File: src/rtl/lifting_dwt53_1d_top_assert.svh
// ----------------------------------------------------------------------------
// Assertion macros for the 5/3 lifting wavelet block
// Shared clocked assertion forms, sampled on clk and disabled during reset.
// ----------------------------------------------------------------------------
`ifndef LIFTING_DWT53_1D_TOP_ASSERT_SVH
`define LIFTING_DWT53_1D_TOP_ASSERT_SVH

// A property that must hold at every clock edge out of reset.
`define LDWT53_ASSERT(label, prop, msg) \
  label: assert property (@(posedge clk) disable iff (!rst_n) (prop)) else $error(msg);

// A condition that must never be seen at a clock edge out of reset.
`define LDWT53_NEVER(label, cond, msg) \
  label: assert property (@(posedge clk) disable iff (!rst_n) !(cond)) else $error(msg);

`endif

File: src/rtl/ldwt53_pkg.sv
// ----------------------------------------------------------------------------
// ldwt53_pkg
// Types, constants and lifting helper functions for the 5/3 wavelet block.
// ----------------------------------------------------------------------------
package ldwt53_pkg;

  localparam int unsigned DATA_W   = 32;
  localparam int unsigned POS_W    = 16;
  localparam int unsigned MAX_LEN  = 65536;
  localparam int unsigned MAX_RES  = 3;
  localparam int unsigned CNT_W    = 2;
  localparam int unsigned RQ_AW    = 2;
  localparam int unsigned RQ_DEPTH = 1 << RQ_AW;

  // Largest reportable position, held one bit wider than a position.
  localparam logic [POS_W:0] POS_LIMIT = (POS_W + 1)'(MAX_LEN - 1);
  // Saturation point of the pair counter.
  localparam logic [POS_W-1:0] PAIR_LIMIT = POS_W'(MAX_LEN - 1);

  localparam logic BAND_LOW  = 1'b0;
  localparam logic BAND_HIGH = 1'b1;
  localparam logic DIR_FWD   = 1'b0;
  localparam logic DIR_INV   = 1'b1;

  // One result transaction.
  typedef struct packed {
    logic [DATA_W-1:0] value;
    logic              band;
    logic [POS_W-1:0]  pos;
    logic              fin;
  } res_t;

  // All results caused by one input transaction, in delivery order.
  typedef struct packed {
    res_t [MAX_RES-1:0] items;
    logic [CNT_W-1:0]   cnt;
  } bundle_t;

  // Predict step: (a + b) >> 1, wrapping sum, arithmetic shift.
  function automatic logic [DATA_W-1:0] predict(input logic [DATA_W-1:0] a,
                                                input logic [DATA_W-1:0] b);
    logic [DATA_W-1:0] s;
    s = a + b;
    return $unsigned($signed(s) >>> 1);
  endfunction

  // Update step: (a + b + 2) >> 2, wrapping sum, arithmetic shift.
  function automatic logic [DATA_W-1:0] update(input logic [DATA_W-1:0] a,
                                               input logic [DATA_W-1:0] b);
    logic [DATA_W-1:0] s;
    s = a + b + DATA_W'(2);
    return $unsigned($signed(s) >>> 2);
  endfunction

  // Build a result, clamping the position to the longest line.
  function automatic res_t mk_res(input logic [DATA_W-1:0] value,
                                  input logic              band,
                                  input logic [POS_W:0]    pos,
                                  input logic              fin);
    res_t r;
    r.value = value;
    r.band  = band;
    r.pos   = (pos > POS_LIMIT) ? POS_LIMIT[POS_W-1:0] : pos[POS_W-1:0];
    r.fin   = fin;
    return r;
  endfunction

endpackage

File: src/rtl/ldwt53_lift.sv
// ----------------------------------------------------------------------------
// ldwt53_lift
// Lifting state and the combinational predict/update datapath. Produces the
// bundle of results caused by the transaction accepted in this cycle.
// ----------------------------------------------------------------------------
`include "lifting_dwt53_1d_top_assert.svh"

module ldwt53_lift (
  input  logic                              clk,
  input  logic                              rst_n,
  input  logic                              cfg_wr_en,
  input  logic                              cfg_wr_data,
  input  logic                              in_acc,
  input  logic [ldwt53_pkg::DATA_W-1:0]     in_x,
  input  logic                              in_last,
  output ldwt53_pkg::bundle_t               bnd
);

  // Control state.
  logic                          dir_r, dir_nxt;
  logic                          odd_phase_r, odd_phase_nxt;
  logic                          first_pair_r, first_pair_nxt;
  logic [ldwt53_pkg::POS_W-1:0]  pair_idx_r, pair_idx_nxt;

  // Held data.
  logic [ldwt53_pkg::DATA_W-1:0] held_even_r, held_even_nxt;
  logic [ldwt53_pkg::DATA_W-1:0] held_odd_r, held_odd_nxt;
  logic [ldwt53_pkg::DATA_W-1:0] prev_high_r, prev_high_nxt;
  logic [ldwt53_pkg::DATA_W-1:0] prev_even_r, prev_even_nxt;

  // Datapath and next-state logic for one transaction.
  always_comb begin
    logic [ldwt53_pkg::DATA_W-1:0] h;
    logic [ldwt53_pkg::DATA_W-1:0] hl;
    logic [ldwt53_pkg::DATA_W-1:0] lo;
    logic [ldwt53_pkg::DATA_W-1:0] lk;
    logic [ldwt53_pkg::DATA_W-1:0] ext;
    logic [ldwt53_pkg::POS_W:0]    k17;
    logic [ldwt53_pkg::POS_W:0]    k2;
    logic [ldwt53_pkg::CNT_W-1:0]  n;

    h   = '0;
    hl  = '0;
    lo  = '0;
    lk  = '0;
    ext = '0;
    n   = '0;
    k17 = {1'b0, pair_idx_r};
    k2  = {pair_idx_r, 1'b0};

    bnd.items = '0;
    bnd.cnt   = '0;

    dir_nxt        = dir_r;
    odd_phase_nxt  = odd_phase_r;
    first_pair_nxt = first_pair_r;
    pair_idx_nxt   = pair_idx_r;
    held_even_nxt  = held_even_r;
    held_odd_nxt   = held_odd_r;
    prev_high_nxt  = prev_high_r;
    prev_even_nxt  = prev_even_r;

    if (in_acc) begin
      if (!odd_phase_r) begin
        // Even position: closes the previous pair.
        if (pair_idx_r == '0) begin
          if (in_last) begin
            bnd.items[n] = ldwt53_pkg::mk_res(in_x, ldwt53_pkg::BAND_LOW, '0, 1'b1);
            n = n + 1'b1;
          end
        end else if (dir_r == ldwt53_pkg::DIR_FWD) begin
          h  = held_odd_r - ldwt53_pkg::predict(held_even_r, in_x);
          hl = first_pair_r ? h : prev_high_r;
          lo = held_even_r + ldwt53_pkg::update(hl, h);
          bnd.items[n] = ldwt53_pkg::mk_res(lo, ldwt53_pkg::BAND_LOW,
                                            k17 - 1'b1, 1'b0);
          n = n + 1'b1;
          bnd.items[n] = ldwt53_pkg::mk_res(h, ldwt53_pkg::BAND_HIGH,
                                            k17 - 1'b1, 1'b0);
          n = n + 1'b1;
          if (in_last) begin
            // Mirrored high neighbour past the end of the line.
            ext = in_x + ldwt53_pkg::update(h, h);
            bnd.items[n] = ldwt53_pkg::mk_res(ext, ldwt53_pkg::BAND_LOW, k17, 1'b1);
            n = n + 1'b1;
          end
          prev_high_nxt  = h;
          first_pair_nxt = 1'b0;
        end else if (in_last) begin
          lk  = in_x - ldwt53_pkg::update(prev_high_r, prev_high_r);
          ext = prev_high_r + ldwt53_pkg::predict(prev_even_r, lk);
          bnd.items[n] = ldwt53_pkg::mk_res(ext, ldwt53_pkg::BAND_LOW,
                                            k2 - 1'b1, 1'b0);
          n = n + 1'b1;
          bnd.items[n] = ldwt53_pkg::mk_res(lk, ldwt53_pkg::BAND_LOW, k2, 1'b1);
          n = n + 1'b1;
        end
        held_even_nxt = in_x;
        odd_phase_nxt = 1'b1;
      end else begin
        // Odd position.
        held_odd_nxt = in_x;
        if (dir_r == ldwt53_pkg::DIR_FWD) begin
          if (in_last) begin
            h  = in_x - ldwt53_pkg::predict(held_even_r, held_even_r);
            hl = first_pair_r ? h : prev_high_r;
            lo = held_even_r + ldwt53_pkg::update(hl, h);
            bnd.items[n] = ldwt53_pkg::mk_res(lo, ldwt53_pkg::BAND_LOW, k17, 1'b0);
            n = n + 1'b1;
            bnd.items[n] = ldwt53_pkg::mk_res(h, ldwt53_pkg::BAND_HIGH, k17, 1'b1);
            n = n + 1'b1;
          end
        end else begin
          lk = held_even_r - ldwt53_pkg::update(first_pair_r ? in_x : prev_high_r, in_x);
          if (!first_pair_r && (pair_idx_r != '0)) begin
            ext = prev_high_r + ldwt53_pkg::predict(prev_even_r, lk);
            bnd.items[n] = ldwt53_pkg::mk_res(ext, ldwt53_pkg::BAND_LOW,
                                              k2 - 1'b1, 1'b0);
            n = n + 1'b1;
          end
          bnd.items[n] = ldwt53_pkg::mk_res(lk, ldwt53_pkg::BAND_LOW, k2, 1'b0);
          n = n + 1'b1;
          if (in_last) begin
            lo = in_x + ldwt53_pkg::predict(lk, lk);
            bnd.items[n] = ldwt53_pkg::mk_res(lo, ldwt53_pkg::BAND_LOW,
                                              {pair_idx_r, 1'b1}, 1'b1);
            n = n + 1'b1;
          end
          prev_high_nxt  = in_x;
          prev_even_nxt  = lk;
          first_pair_nxt = 1'b0;
        end
        odd_phase_nxt = 1'b0;
        if (pair_idx_r < ldwt53_pkg::PAIR_LIMIT) begin
          pair_idx_nxt = pair_idx_r + 1'b1;
        end
      end

      // End of line: restart for the next one.
      if (in_last) begin
        odd_phase_nxt  = 1'b0;
        first_pair_nxt = 1'b1;
        pair_idx_nxt   = '0;
      end
    end

    bnd.cnt = n;

    // A direction write restarts the line as well.
    if (cfg_wr_en) begin
      dir_nxt        = cfg_wr_data;
      odd_phase_nxt  = 1'b0;
      first_pair_nxt = 1'b1;
      pair_idx_nxt   = '0;
    end
  end

  // Control registers.
  always_ff @(posedge clk) begin
    if (!rst_n) begin
      dir_r        <= ldwt53_pkg::DIR_FWD;
      odd_phase_r  <= 1'b0;
      first_pair_r <= 1'b1;
      pair_idx_r   <= '0;
    end else begin
      dir_r        <= dir_nxt;
      odd_phase_r  <= odd_phase_nxt;
      first_pair_r <= first_pair_nxt;
      pair_idx_r   <= pair_idx_nxt;
    end
  end

  // Held data registers.
  always_ff @(posedge clk) begin
    held_even_r <= held_even_nxt;
    held_odd_r  <= held_odd_nxt;
    prev_high_r <= prev_high_nxt;
    prev_even_r <= prev_even_nxt;
  end

  // Three results only ever come from a line end.
  `LDWT53_NEVER(a_three_only_at_end, in_acc && !in_last && (bnd.cnt == 2'd3), "three results without line end")
  // A line end always yields a result carrying the final flag.
  `LDWT53_NEVER(a_end_gives_result, in_acc && in_last && (bnd.cnt == '0), "line end without result")
  // Pair counter returns to zero after a line end.
  `LDWT53_ASSERT(a_restart_after_end, (in_acc && in_last) |=> (pair_idx_r == '0 && first_pair_r), "line did not restart")

endmodule

File: src/rtl/ldwt53_rqueue.sv
// ----------------------------------------------------------------------------
// ldwt53_rqueue
// Small queue of result bundles with an output serialiser that delivers one
// result transaction per cycle while results are queued and the receiver is ready.
// ----------------------------------------------------------------------------
`include "lifting_dwt53_1d_top_assert.svh"

module ldwt53_rqueue (
  input  logic                clk,
  input  logic                rst_n,
  input  logic                push_acc,
  input  ldwt53_pkg::bundle_t push_bnd,
  output logic                push_ready,
  output logic                res_valid,
  input  logic                res_ready,
  output ldwt53_pkg::res_t    res
);

  ldwt53_pkg::bundle_t                 store_r [ldwt53_pkg::RQ_DEPTH];
  logic [ldwt53_pkg::RQ_AW-1:0]        wr_ptr_r, wr_ptr_nxt;
  logic [ldwt53_pkg::RQ_AW-1:0]        rd_ptr_r, rd_ptr_nxt;
  logic [ldwt53_pkg::RQ_AW:0]          count_r, count_nxt;
  logic [ldwt53_pkg::CNT_W-1:0]        sub_r, sub_nxt;
  ldwt53_pkg::bundle_t                 head;
  logic                                push;
  logic                                pop;
  logic                                res_acc;

  // Head of queue and the result within it.
  assign head       = store_r[rd_ptr_r];
  assign res        = head.items[sub_r];
  assign res_valid  = (count_r != '0);
  assign push_ready = (count_r != (ldwt53_pkg::RQ_AW + 1)'(ldwt53_pkg::RQ_DEPTH));
  assign res_acc    = res_valid && res_ready;
  assign pop        = res_acc && (sub_r == (head.cnt - 1'b1));
  assign push       = push_acc && (push_bnd.cnt != '0);

  // Pointer, occupancy and serialiser next state.
  always_comb begin
    wr_ptr_nxt = push ? wr_ptr_r + 1'b1 : wr_ptr_r;
    rd_ptr_nxt = pop ? rd_ptr_r + 1'b1 : rd_ptr_r;
    count_nxt  = count_r + {{ldwt53_pkg::RQ_AW{1'b0}}, push}
                         - {{ldwt53_pkg::RQ_AW{1'b0}}, pop};
    if (pop) begin
      sub_nxt = '0;
    end else if (res_acc) begin
      sub_nxt = sub_r + 1'b1;
    end else begin
      sub_nxt = sub_r;
    end
  end

  always_ff @(posedge clk) begin
    if (!rst_n) begin
      wr_ptr_r <= '0;
      rd_ptr_r <= '0;
      count_r  <= '0;
      sub_r    <= '0;
    end else begin
      wr_ptr_r <= wr_ptr_nxt;
      rd_ptr_r <= rd_ptr_nxt;
      count_r  <= count_nxt;
      sub_r    <= sub_nxt;
    end
  end

  // Bundle storage.
  always_ff @(posedge clk) begin
    if (push) begin
      store_r[wr_ptr_r] <= push_bnd;
    end
  end

  // Only non-empty bundles are queued.
  `LDWT53_NEVER(a_head_not_empty, res_valid && (head.cnt == '0), "empty bundle at head")
  // The serialiser never runs past the bundle it is delivering.
  `LDWT53_NEVER(a_sub_in_range, res_valid && (sub_r >= head.cnt), "result index past bundle")
  // Occupancy falls by one on a pop without a push.
  `LDWT53_ASSERT(a_count_drop, (pop && !push) |=> (count_r == $past(count_r) - 1'b1), "occupancy did not fall")

endmodule

File: src/rtl/lifting_dwt53_1d_top.sv
// ----------------------------------------------------------------------------
// lifting_dwt53_1d_top
// Reversible 5/3 integer lifting wavelet, one dimension, forward or inverse.
//
//   Port group  Dir  Contents
//   in_*        in   sample or interleaved coefficient, tlast ends a line
//   out_*       out  coefficient or sample with position, tuser band,
//                    tlast on the last result of a line
//   cfg_*       in   transform direction, 0 forward, 1 inverse
//
// One input transaction is taken per cycle while the result queue has room;
// its results are queued and leave one per cycle while the receiver is ready.
// Each transaction yields up to three results; the four-bundle result queue
// decouples the sides: the input moves on while the output stalls, until full.
// Reset clears the control state; there is no clearing pass.
// ----------------------------------------------------------------------------
module lifting_dwt53_1d_top (
  input  logic        clk,
  input  logic        rst_n,
  // Configuration.
  input  logic        cfg_wr_en,
  input  logic        cfg_wr_data,   // transform_direction
  // Input stream.
  input  logic        in_tvalid,
  output logic        in_tready,
  input  logic [31:0] in_tdata,      // [31:0] sample_value
  input  logic        in_tlast,      // line_end
  // Result stream.
  output logic        out_tvalid,
  input  logic        out_tready,
  output logic [47:0] out_tdata,     // [31:0] result_value, [47:32] position
  output logic        out_tuser,     // band
  output logic        out_tlast      // final_result
);

  ldwt53_pkg::bundle_t bnd;
  ldwt53_pkg::res_t    res;
  logic                in_acc;

  assign in_acc = in_tvalid && in_tready;

  // Lifting datapath and line state.
  ldwt53_lift u_lift (
    .clk         (clk),
    .rst_n       (rst_n),
    .cfg_wr_en   (cfg_wr_en),
    .cfg_wr_data (cfg_wr_data),
    .in_acc      (in_acc),
    .in_x        (in_tdata),
    .in_last     (in_tlast),
    .bnd         (bnd)
  );

  // Result queue and serialiser.
  ldwt53_rqueue u_rqueue (
    .clk        (clk),
    .rst_n      (rst_n),
    .push_acc   (in_acc),
    .push_bnd   (bnd),
    .push_ready (in_tready),
    .res_valid  (out_tvalid),
    .res_ready  (out_tready),
    .res        (res)
  );

  // Result transaction packing.
  assign out_tdata = {res.pos, res.value};
  assign out_tuser = res.band;
  assign out_tlast = res.fin;

endmodule

File: config.mk
export PLATFORM = sky130hd
export DESIGN_NAME = lifting_dwt53_1d_top
export DESIGN_NICKNAME = d
export VERILOG_FILES = /design/src/rtl/ldwt53_pkg.sv /design/src/rtl/ldwt53_lift.sv /design/src/rtl/ldwt53_rqueue.sv /design/src/rtl/lifting_dwt53_1d_top.sv
export VERILOG_INCLUDE_DIRS = /design/src /design/src/rtl
export SDC_FILE = /design/constraint.sdc
export NUM_CORES = 2
export LEC_CHECK = 0
export ABC_AREA = 1
export BUFFER_PORTS_ARGS = -buffer_cell sky130_fd_sc_hd__buf_2
export CAP_MARGIN = 0
export CORE_ASPECT_RATIO = 1.1
export CORE_MARGIN = 2
export CORE_UTILIZATION = 30
export DETAILED_ROUTE_END_ITERATION = 16
export PLACE_DENSITY_LB_ADDON = 0.08
export SLEW_MARGIN = 10
export SYNTH_ARGS = -nofsm -noshare
export SYNTH_HDL_FRONTEND = slang
export SYNTH_HIERARCHICAL = 1
export SYNTH_SLANG_ARGS = --single-unit
File: constraint.sdc
create_clock -name clk -period 14.3 [get_ports clk]
set_input_delay 2.86 -clock clk [delete_from_list [all_inputs] [get_ports clk]]
set_output_delay 2.86 -clock clk [all_outputs]
set_load 0.02 [all_outputs]
Word level (Yosys, flattened, before mapping)
Memory sizes are Yosys's and may differ from the RTL's. A register that Yosys moved wholly into a read port is not among the register bits.
Index checks and enable logic that the tools add are counted.
- bits in writable memories: 608
- memories: 1
- bits in registers: 156
- add/sub/neg operators: 36
- $lt $le $gt $ge: 10
- mux-type cells: 63
- bitwise gates (word level): 2
- eq/ne operators: 8
- reductions and logical operators: 22
- memories (memory ; depth ; bits a word ; rd ports ; clocked after Yosys merged registers in ; wr ports ; RTL line ; source):
    u_rqueue.store_r ; 4 ; 152 ; 1 ; 1 ; 1 ; ldwt53_rqueue.sv:19 ; ldwt53_pkg::bundle_t store_r [ldwt53_pkg::RQ_DEPTH];
- operator list (operator ; number):
    $mux 50 ; 12
    $add 32x32->32 ; 16
    $mux 100 ; 5
    $mux 150 ; 3
    $bwmux 150 ; 2
    $mux 32 ; 7
    $demux 50 s2 ; 2
    $add 32x2->32 const B ; 5
    $sub 32x32->32 ; 4
    $mux 16 ; 7
    $bmux 50 s2 ; 1
    $gt 17x16->1 const B ; 4
    $mux 2 ; 12
    $sub 16x1->17 const B ; 1
    $sub 17x1->17 const B ; 1
    $add 16x1->16 const B ; 1
    $logic_not 16->1 ; 1
    $lt 16x16->1 const B ; 1
    $reduce_bool 16->1 ; 1
    $mux 1 ; 12
    $add 2x1->2 const B ; 5
    $lt 2x3->1 const B ; 3
    $reduce_and 4->1 ; 2
    $logic_and 1x1->1 ; 7
    other kinds (16) ; 26

Depth between registers and ports, before layout
- depth after elaboration: 16
- depth in mapped cells: 56
- mapped depth without buffers: 53

Hierarchy
Netlist, hierarchy kept.
- by module, submodules not included (module ; instances ; cells each ; area each (µm²)):
    ldwt53_lift ; 1 ; 6303 ; 38997.4
    ldwt53_rqueue ; 1 ; 1728 ; 24015.5
    lifting_dwt53_1d_top ; 1 ; 2 ; 7.5

Worst setup path after synthesis
Ideal clock, no wire load.
- kind: input port to flip-flop
- start point: input port in_tvalid
- end point: memory u_rqueue/store_r[0][0] (netlist name), enable pin
- path slack: 1495 ps
- arrival time: 12139 ps
- stages on the path: 9
- cells stage by stage: nand2_1 -> inv_1 -> inv_1 -> nor2_1 -> inv_1 -> clkbuf_1 -> o221ai_1 -> o21ai_1 -> nor2_1
- RTL lines (what ; RTL line ; source):
    from (decl) ; lifting_dwt53_1d_top.sv:24 ; input logic in_tvalid,
    to (decl) ; ldwt53_rqueue.sv:19 ;

==> results.json <==
{
  "status": "finished, final reports clean",
  "cts_setup_buffers": 0,
  "criticalPathCategory": "primary input to flip-flop",
  "die-area_um2": 214000,
  "cts_resized": 0,
  "final_util_pct": 33.5,
  "root_buffer": "clkbuf_16",
  "placed_cell_area_um2": 66900,
  "worst_pin_slew_ns": 1.21,
  "yosysTopAreaCell": "edfxtp_1",
  "required_ns": 14.71,
  "die_y_um": 485,
  "dr.pass1.iters": 6,
  "slowest_delay_ns": 0.95,
  "startpoint_type": "primary input",
  "ys_warn_count": 6,
  "async_flop_share_pct": 0,
  "setup.worst_path.end_class": "flip-flop",
  "final_common_cell": "nand2_1",
  "synth_edf_count": 736,
  "routedWlPerCell_um": 27.8,
  "cts_sinks": 766,
  "pin_count": 91,
  "postCtsHoldBufs": 0,
  "final_cell_mix": "nand2_1, inv_1, nor2_1",
  "reg2reg_from": "u_lift/first_pair_r",
  "drc": 0,
  "dp_hpwl_mm": 237,
  "io_buffers": 90,
  "syn_to_final_growth_pct": 11.2,
  "insertion_delay_ns": 0.79,
  "finalHoldViolCount": 0,
  "rsz0062_at_grt": "false",
  "core_area_um2": 209000,
  "timing.hold.ws_ns": 0.477,
  "cts_buffer_depth": 3,
  "final_nets": 8736,
  "grt_overflow": 0,
  "fin_crit_sh_pct": 90.0,
  "finalInstanceArea_um2": 70100,
  "fmax_mhz": 77.7,
  "synth_cell_type_count": 77,
  "cts_buffers": 97,
  "vias_per_cell": 5.47,
  "rr_worst_depth": 41,
  "initial_core_util_pct": 30.2,
  "cts.clk_slew.worst_paths_ns": 0.06,
  "gp_congestion": 1.02,
  "final.setup.tns_ns": 0,
  "min_from": "u_rqueue/rd_ptr_r[1]",
  "synthesis.area_um2": 63000,
  "drt-initial-drc-count": 4835,
  "synth_top_area_share_pct": 35.1,
  "synth_ff_type": "edfxtp_1",
  "die_w_um": 441,
  "ant_nets": 0,
  "vias": 59785,
  "ys_seq_area_share_pct": 36.0,
  "finalCriticalPeriod_ns": 12.87,
  "htree_num_levels": 3,
  "reg2reg_to": "u_rqueue/store_r[0][49]",
  "routed_wl_mm": 304,
  "timing.reg2reg.setup_slack_ns": 2.84,
  "hp-class": "flip-flop to flip-flop",
  "ys_seq_elements": 766,
  "groute.usage.overall_pct": 27.7,
  "grt_pass1_wl_mm": 425,
  "drive_above_1_share_pct": 5.98,
  "setup_viol": 0,
  "maxCapViolCount": 0,
  "cts_tree": "yes",
  "syn_area_per_cell_um2": 7.85,
  "grt_max_degree": 145,
  "relSlewSlack_pct": 18.8,
  "postSynthCellCount": 8033,
  "fin_worst_skew_ns": 0.0511,
  "maxSlewViolCount": 0,
  "num_rows": 176,
  "cp_slowest_cell": "xor2_1",
  "grt_pass1_vias": 59257,
  "cp.arrival_ns": 13.28,
  "final.fill_count": 22160,
  "holdPathStages": 2,
  "synth_area_leaders": "edfxtp_1, ha_1, nand2_1",
  "path_max_fanout": 11,
  "antenna_found_initial": 20
}
[state kept, by name (all words and copies together) (netlist names), named ones only]
name and flops:
u_lift/pair_idx_r 16, u_lift/odd_phase_r 1, u_lift/prev_even_r 32, u_rqueue/sub_r 2, u_rqueue/count_r 3, u_lift/held_odd_r 32, u_lift/dir_r 1, u_rqueue/wr_ptr_r 2
u_rqueue/store_r 608, u_rqueue/rd_ptr_r 2, u_lift/first_pair_r 1, u_lift/held_even_r 32, u_lift/prev_high_r 32
[synthesized netlist by cell type, types with 90 or more instances]
| cell type | number |
|---|---|
| o221ai_1 | 103 |
| a21oi_1 | 653 |
| o22ai_1 | 129 |
| nor3_1 | 90 |
| nand3_1 | 401 |
| ha_1 | 594 |
| xnor2_1 | 103 |
| xor2_1 | 276 |
| clkbuf_1 | 185 |
| nor2_1 | 898 |
| edfxtp_1 | 736 |
| o21ai_0 | 830 |
| nand2_1 | 1397 |
| inv_1 | 898 |
[area by class of cell]
cell class                 instances  area [um2]  share of cell area [%]
clock buffer                     110        2480                    3.53
antenna                            5        12.5                  0.0178
inverter                         918        3460                    4.94
timing repair buffer             210        1440                    2.05
sequential                       766       22700                    32.4
tap                             2759        3450                    4.92
multi-input combinational       6093       35900                    51.2
clock inverter                    66         668                   0.953
[worst max-delay path: cells and delay by family]
kind                     cells  cell delay (ns)
XOR/XNOR                     4             1.67
adder cells (fa/ha/maj)      5             2.00
AND/OR/NAND/NOR              6             0.70
AO/OA/AOI/OAI               13             4.88
buffers and inverters        7             1.12
[worst max path at each step]
stage                               to         from  depth (start not counted)
2_1_floorplan   u_rqueue/store_r[0][0]    in_tvalid                          9
3_3_place_gp   u_rqueue/store_r[2][42]  in_tdata[2]                         38
3_5_place_dp   u_rqueue/store_r[0][41]  in_tdata[2]                         34
4_1_cts        u_rqueue/store_r[1][41]  in_tdata[2]                         34
5_1_grt        u_rqueue/store_r[1][49]  in_tdata[3]                         42
6_report       u_rqueue/store_r[1][41]  in_tdata[2]                         35
[metrics by stage]
stage	worst slack, ns	instances
final	1.43	10927
after global routing	0.850	10924
after CTS	1.77	10922
after detailed placement	0.988	10746
after global placement	0.569	10745
after floorplan	1.49	8034
[layer usage]
| layer | global-route usage (%) | vias to the layer above | wire, um |
|---|---|---|---|
| met3 | 2.77 | 513 | 15300 |
| met2 | 47.5 | 2012 | 147000 |
| li1 | - | 28107 | - |
| met4 | 12.1 | 8 | 14100 |
| met5 | 0 | - | 51 |
| met1 | 35.1 | 29145 | 128000 |
[cells by family after synthesis]
logic type	after synthesis	share of synthesized area, %
other cells	1	0.00595
buf+inv	1175	7.21
compound gates	2117	19.2
xor+xnor	387	5.53
simple gates	2976	19.7
flops	766	36.0
fa+ha+maj	611	12.3
Power is not shown: default switching activity piles up to over one toggle a cycle in this logic, so the estimate is an artifact.
